## src/rtl/core/hpm_queue.sv

```systemverilog
module hpm_queue #(
    parameter int WIDTH = 8,
    parameter int DEPTH = 2
) (
    input  logic             i_clk,
    input  logic             i_rst_n,
    input  logic             i_push,
    input  logic [WIDTH-1:0] i_data,
    input  logic             i_pop,
    output logic [WIDTH-1:0] o_data,
    output logic             o_empty,
    output logic             o_full
);
    localparam int AW = (DEPTH > 1) ? $clog2(DEPTH) : 1;

    logic [WIDTH-1:0] r_mem [DEPTH];
    logic [AW-1:0]    r_wr;
    logic [AW-1:0]    r_rd;
    logic [AW:0]      r_cnt;
    logic             do_push;
    logic             do_pop;

    assign o_full  = (r_cnt == (AW+1)'(DEPTH));
    assign o_empty = (r_cnt == '0);
    assign do_push = i_push && !o_full;
    assign do_pop  = i_pop && !o_empty;
    assign o_data  = r_mem[r_rd];

    always_ff @(posedge i_clk) begin
        if (do_push) begin
            r_mem[r_wr] <= i_data;
        end
    end

    always_ff @(posedge i_clk) begin
        if (!i_rst_n) begin
            r_wr  <= '0;
            r_rd  <= '0;
            r_cnt <= '0;
        end else begin
            if (do_push) begin
                r_wr <= (r_wr == AW'(DEPTH - 1)) ? '0 : r_wr + 1'b1;
            end
            if (do_pop) begin
                r_rd <= (r_rd == AW'(DEPTH - 1)) ? '0 : r_rd + 1'b1;
            end
            r_cnt <= r_cnt + (AW+1)'(do_push) - (AW+1)'(do_pop);
        end
    end

endmodule

```

## config.mk

```make
export PLATFORM = sky130hd
export DESIGN_NAME = hpm_queue
export DESIGN_NICKNAME = d
export VERILOG_FILES = /design/src/rtl/core/hpm_queue.sv
export SDC_FILE = /design/constraint.sdc
export NUM_CORES = 1
export LEC_CHECK = 0
export BUFFER_PORTS_ARGS = -buffer_cell sky130_fd_sc_hd__buf_2
export CORE_AREA = 4 4 46 48
export DETAILED_ROUTE_END_ITERATION = 7
export DIE_AREA = 0 0 50 52
export PLACE_DENSITY_LB_ADDON = 0.1
export SLEW_MARGIN = 20
export SYNTH_ARGS = -nofsm -noshare
export SYNTH_HDL_FRONTEND = slang
export SYNTH_SLANG_ARGS = --single-unit
```

## constraint.sdc

```tcl
create_clock -name i_clk -period 1.7 [get_ports i_clk]
set_input_delay 0 -clock i_clk [delete_from_list [all_inputs] [get_ports i_clk]]
set_output_delay 0 -clock i_clk [all_outputs]
set_load 0.02 [all_outputs]
```

==> flow_metrics.env, run 1 <==
export IMPL_clk_latency_ns=0.29
export IMPL_leakage_uw=0.0004618
export IMPL_synth_adder_area_share_pct=3.082
export IMPL_viasPerCell=4.372
export IMPL_routed_wirelength_mm=1.295
export IMPL_slew_viol_final=0
export IMPL_rows=15
export IMPL_fill_cells=141
export IMPL_fin_skew_ns=0.0007123
export IMPL_synth_cell_types=17
export IMPL_grt_pass1_vias=544
export IMPL_setup_ws_ns=0.1074
export IMPL_cts_tree="yes"
export IMPL_die_w_microns=50
export IMPL_place_congestion=0.6715
export IMPL_rsz0062_at_grt="no"
export IMPL_cts_root_buffer="clkbuf_4"
export IMPL_nets=103
export IMPL_antenna_found_initial=0
export IMPL_relSlewSlack_pct=72.48
export IMPL_syn_inst=52
export IMPL_post_cts_setup_buffer_count=0
export IMPL_synth_area_leaders="edfxtp_1, dfxtp_1, mux2_2, ha_1, nor2_1"
export IMPL_arrival_ns=1.81
export IMPL_worstPathRequired_ns=1.92
export IMPL_multiInputGateArea_sq_um=225.2
export IMPL_fin_crit_sh_pct=93.68
export IMPL_hold_class="in -> reg"
export IMPL_cts_made_buffers=3
export IMPL_dr_pass1_iters=2
export IMPL_ctsLongestPathBuffers=2
export IMPL_hold_violations=0
export IMPL_yosysSeqAreaShare_pct=71.49
export IMPL_start_util_pct=47.55
export IMPL_crit_fanout=5
export IMPL_grt_overflow_total=0
export IMPL_grt_max_degree=12
export IMPL_cts_sinks=21
export IMPL_synth_seq_cells=21
export IMPL_synth_largest_area_cell="edfxtp_1"
export IMPL_crit_type="reg -> reg"
export IMPL_async_flop_share_pct=0
export IMPL_ant_nets=0
export IMPL_syn_nets=66
export IMPL_dpl_worst_slack_ns=0.05866
export IMPL_grt_pass1_wl_mm=2.325
export IMPL_muxShareOfSynthArea_pct=12.33
export IMPL_die_area_sq_um=2600
export IMPL_grt_usage_pct=12.50
export IMPL_areaGrowthSynthToFinish_pct=35.13
export IMPL_regArea_sq_um=583.1
export IMPL_drc=0
export IMPL_fmax_mhz=627.9
export IMPL_pin_count=22
export IMPL_tightest_slew_ns=0.4128
export IMPL_critPathLaunchType="register"
export IMPL_synth_common_cells="edfxtp_1, mux2_2, dfxtp_1, nor2_1, inv_1"
export IMPL_synthXorXnorAreaFrac_pct=2.157
export IMPL_end_kind="register"
export IMPL_antennaDiodeCount=0
export IMPL_dp_hpwl_microns=849.6
export IMPL_clk_pin_slew_worst_paths_ns=0.10
export IMPL_synth_edf_count=16
export IMPL_die_h_microns=52
export IMPL_syn_avg_cell_area_sq_um=15.62
export IMPL_tns_ns=0
export IMPL_period_needed_ns=1.593
export IMPL_via_count=494
export IMPL_wire_per_inst_microns=11.46
export IMPL_synth_warnings=0
export IMPL_ys_flop_type="edfxtp_1"
export IMPL_setup_violations_final=0
export IMPL_portBuffers=21
export IMPL_synth_area_sq_um=812.0
export IMPL_power_density_nw_per_um2=1388
export IMPL_synth_simple_area_share_pct=7.858
export IMPL_drtIter0Drc=14
export IMPL_outcome="finished, final reports clean"
export IMPL_drive_above_1_share_pct=45.45
export IMPL_cap_violations=0
export IMPL_htreeDepth=1
export IMPL_synth_top_family_by_area="multiplexers"
export IMPL_synth_top_cell_area_share_pct=59.17
export IMPL_synth_compound_gate_area_share_pct=1.079
export IMPL_vdd_drop_max_mv=0.7745
export IMPL_yosysMostFrequentCell="edfxtp_1"
export IMPL_core_sq_um=1708
==> per-stage QoR <==
| step | area (sq um) | cells | power (uW) | hold slack (ns) | utilization [%] |
|---|---|---|---|---|---|
| 2_1_floorplan | 812.0 | 52 | 1111 | 0.09887 | - |
| 3_3_place_gp | 958.4 | 99 | 1267 | 0.1889 | 56.12 |
| 3_5_place_dp | 958.4 | 99 | 1276 | 0.1907 | 56.12 |
| 4_1_cts | 1075 | 112 | 1519 | 0.02823 | 62.93 |
| 5_1_grt | 1097 | 113 | 1652 | 0.1212 | 64.25 |
| 6_report | 1097 | 113 | 1523 | 0.1072 | 64.25 |
==> what timing repair did <==
action                     4_1_cts  5_1_grt
hold endpoints to repair        21        1
resized for setup                0        4
setup endpoints to repair        0        1
hold buffers                     9        1
==> worst paths after layout <==
path	startpoint	endpoint	slack [ns]	depth (start not counted)
setup / recovery	r_cnt[1]	r_cnt[1]	0.11	7
hold / removal	i_pop	register	0.11	4
setup reg to reg	r_cnt[1]	r_cnt[1]	0.11	7
hold reg to reg	r_wr	r_wr	0.49	2
==> critical path: stages (launching register included) <==
cell and delay (ns):
dfxtp_2 0.36, o21a_2 0.23, ha_1 0.27, inv_1 0.03
ha_1 0.17, xor2_1 0.14, and2_2 0.18, nor3_1 0.12
==> area by class of cell <==
type / count / area share, %
clock buffers: 4 / 2.395
inverters: 3 / 1.026
multi-input cells: 27 / 20.52
flip-flops and latches: 21 / 53.14
well taps: 25 / 2.851
repair buffers: 33 / 20.07
==> registers in the layout, summed over array words and instances (netlist names), named ones only <==
| signal | cells |
|---|---|
| r_rd | 1 |
| r_cnt | 2 |
| r_wr | 1 |
| r_mem | 16 |
==> cells by family after synthesis <==
group,after synthesis
flops,21
simple gates,13
mux,9
buf+inv,4
xor+xnor,2
fa+ha+maj,2
compound gates,1
==> report_power, final <==
| part | switching, uW | internal [uW] |
|---|---|---|
| logic | 285 | 262 |
| registers | 77.3 | 675 |
| clock network | 133 | 91.2 |
==> placed cells by master, fill, tap and decap left out, drive strengths merged <==
| cell type | count |
|---|---|
| and3 | 1 |
| xnor2 | 1 |
| mux2 | 8 |
| clkbuf | 4 |
| dfxtp | 5 |
| nor3 | 1 |
| nor2 | 5 |
| edfxtp | 16 |
| o21a | 1 |
| nand2b | 2 |
| and2 | 2 |
| dlygate4sd3 | 10 |
| buf | 23 |
| mux2i | 1 |
| nand2 | 2 |
| ha | 2 |
| xor2 | 1 |
| inv | 3 |
==> metal layers <==
metal / global-route usage (%) / up-vias / share of wire [%]
met1: 13.52 / 222 / 43
met2: 22.61 / 13 / 52
met3: 3.438 / 2 / 4.9
met5: 0 / - / 0
li1: - / 257 / -
met4: 5.530 / 0 / 0.77
(Power assumes the default switching activity.)
==> inputs of run 2 (changes only) <==
--- a/config.mk
+++ b/config.mk
@@ -9,6 +9,7 @@
 export CORE_AREA = 4 4 46 48
 export DETAILED_ROUTE_END_ITERATION = 7
 export DIE_AREA = 0 0 50 52
+export GPL_TIMING_DRIVEN = 0
 export PLACE_DENSITY_LB_ADDON = 0.1
 export SLEW_MARGIN = 20
 export SYNTH_ARGS = -nofsm -noshare
==> run 2 against run 1 <==
- combinational power up 4.8%
- sequential share of layout area increased by 0.67 points
- flip-flop and latch count unchanged
- utilization down 0.81 points
- critical path depth is the same
- first-iteration DRC count decreased by 43%
- power about the same
- global-route usage shrank 1.7 points
- largest power group unchanged
- highest routed layer is now met3
==> flow_metrics.env, run 2 (synthesis gave the netlist of run 1 again) <==
export IMPL_path_depth=7
export IMPL_die_h_microns=52
export IMPL_cpMaxStageDelayCell="dfxtp_2"
export IMPL_slew_viol_final=0
export IMPL_worstPathCellList="o21a_2 > ha_1 > inv_1 > ha_1 > xor2_1 > and2_2 > nor3_1"
export IMPL_antenna_found_initial=0
export IMPL_internal_power_uw=1021
export IMPL_crit_type="reg -> reg"
export IMPL_hold_violations=0
export IMPL_via_count=517
export IMPL_reg2regPathDepth=7
export IMPL_grt_usage_pct=10.82
export IMPL_mostFrequentLayoutCell="buf_2"
export IMPL_hold_class="in -> reg"
export IMPL_instances_no_fill=112
export IMPL_critPathLaunchType="register"
export IMPL_max_stage_delay_ns=0.37
export IMPL_relSlewSlack_pct=53.94
export IMPL_nets=102
export IMPL_grt_max_degree=13
export IMPL_whs_path_depth=3
export IMPL_grt_pass1_wl_mm=2.070
export IMPL_cts_root_buffer="clkbuf_4"
export IMPL_pin_count=22
export IMPL_ctsLongestPathBuffers=2
export IMPL_dpl_cell_area_sq_um=948.4
export IMPL_outcome="finished, final reports clean"
export IMPL_start_util_pct=47.55
export IMPL_cts_made_buffers=3
export IMPL_die_w_microns=50
export IMPL_drc=0
export IMPL_fmax_mhz=626.5
export IMPL_wire_per_inst_microns=11.52
export IMPL_rsz0062_at_grt="no"
export IMPL_portBuffers=21
export IMPL_cts_sinks=21
export IMPL_htreeDepth=1
export IMPL_largest_reg_flops=16
export IMPL_critPathMostFrequentCell="ha_1"
export IMPL_fill_cells=138
export IMPL_antennaDiodeCount=0
export IMPL_regArea_sq_um=583.1
export IMPL_dpl_worst_slack_ns=0.02525
export IMPL_clk_latency_ns=0.29
export IMPL_regMostFlops="r_mem"
export IMPL_top_regs="r_mem x16, r_cnt x2"
export IMPL_place_congestion=0.6886
export IMPL_cap_violations=0
export IMPL_worstPathRequired_ns=1.92
export IMPL_die_area_sq_um=2600
export IMPL_grt_overflow_total=0
export IMPL_critPathTopFamily="adder cells"
export IMPL_pwr_share_seq_pct=47.5
export IMPL_grt_pass1_vias=506
export IMPL_areaGrowthSynthToFinish_pct=33.44
export IMPL_vdd_drop_max_mv=0.7280
export IMPL_end_kind="register"
export IMPL_setup_violations_final=0
export IMPL_final_util_pct=63.44
export IMPL_ant_nets=0
export IMPL_clk_pin_slew_worst_paths_ns=0.11
export IMPL_crit_fanout=5
export IMPL_final_area_sq_um=1084
export IMPL_drive_above_1_share_pct=45.98
export IMPL_arrival_ns=1.81
export IMPL_multiInputGateArea_sq_um=222.7
export IMPL_p_clk_share_pct=14.9
export IMPL_drtIter0Drc=8
export IMPL_swShare_pct=32.94
export IMPL_power_density_nw_per_um2=1406
export IMPL_combPwrFrac_pct=37.6
export IMPL_cts_tree="yes"
export IMPL_period_needed_ns=1.596
export IMPL_layout_common_cells="buf_2, edfxtp_1, dlygate4sd3_1"
export IMPL_p_switching_uw=501.8
export IMPL_viasPerCell=4.616
export IMPL_tightest_slew_ns=0.6883
export IMPL_setup_ws_ns=0.1038
export IMPL_path_buf_inv=1
export IMPL_rows=15
export IMPL_routed_wirelength_mm=1.290
export IMPL_tns_ns=0
export IMPL_leakage_uw=0.0004605
export IMPL_dr_pass1_iters=2
export IMPL_core_sq_um=1708
export IMPL_placed_cells=98
export IMPL_dp_hpwl_microns=882.8
export IMPL_fin_crit_sh_pct=93.89
export IMPL_fin_skew_ns=0.003804
-- run 2: worst paths after layout --
| path | start | to | slack, ns |
|---|---|---|---|
| setup / recovery | r_cnt[1] | r_cnt[1] | 0.10 |
| hold / removal | i_push | r_wr | 0.03 |
| setup reg to reg | r_cnt[1] | r_cnt[1] | 0.10 |
| hold reg to reg | r_wr | r_wr | 0.49 |
-- run 2: repair_timing --
item | 4_1_cts | 5_1_grt
hold endpoints to repair | 21 | 0
hold buffers | 9 | 0
buffers inserted | 0 | 1
resized for setup | 0 | 3
setup endpoints to repair | 0 | 9
-- run 2: routing by layer --
metal	GRT usage, %	vias to the layer above	share of wire (%)
li1	-	254	-
met1	12.59	250	41
met2	18.91	13	54
met3	2.865	0	4.9
met4	4.147	0	0
met5	0	-	0
-- run 2: area by class of cell --
type,instances,area share [%]
inverters,3,1.039
clock buffers,3,2.079
clock inverters,1,0.4619
repair buffers,31,18.71
plain buffers,1,0.4619
multi-input cells,27,20.55
flip-flops and latches,21,53.81
well taps,25,2.887
-- run 2: power groups by stage --
stage,clock [uW],combinational [uW],sequential (uW)
floorplan,0,397,714
global placement,0,534,721
detailed placement,0,541,727
CTS,239,559,715
global route,261,629,737
finish,227,573,723
-- run 2: per-stage QoR --
step	hold slack (ns)	total power, uW
after floorplan	0.09887	1111
after detailed placement	0.1907	1268
after CTS	0.01841	1514
after global routing	0.02115	1627
final	0.02740	1523
after global placement	0.1892	1255
-- run 2: tightest hold or removal path, delay by kind of cell --
family / cells / cell delay [ns]
buffers and inverters: 1 / 0.10
AND/OR/NAND/NOR: 1 / 0.10
multiplexers: 1 / 0.08
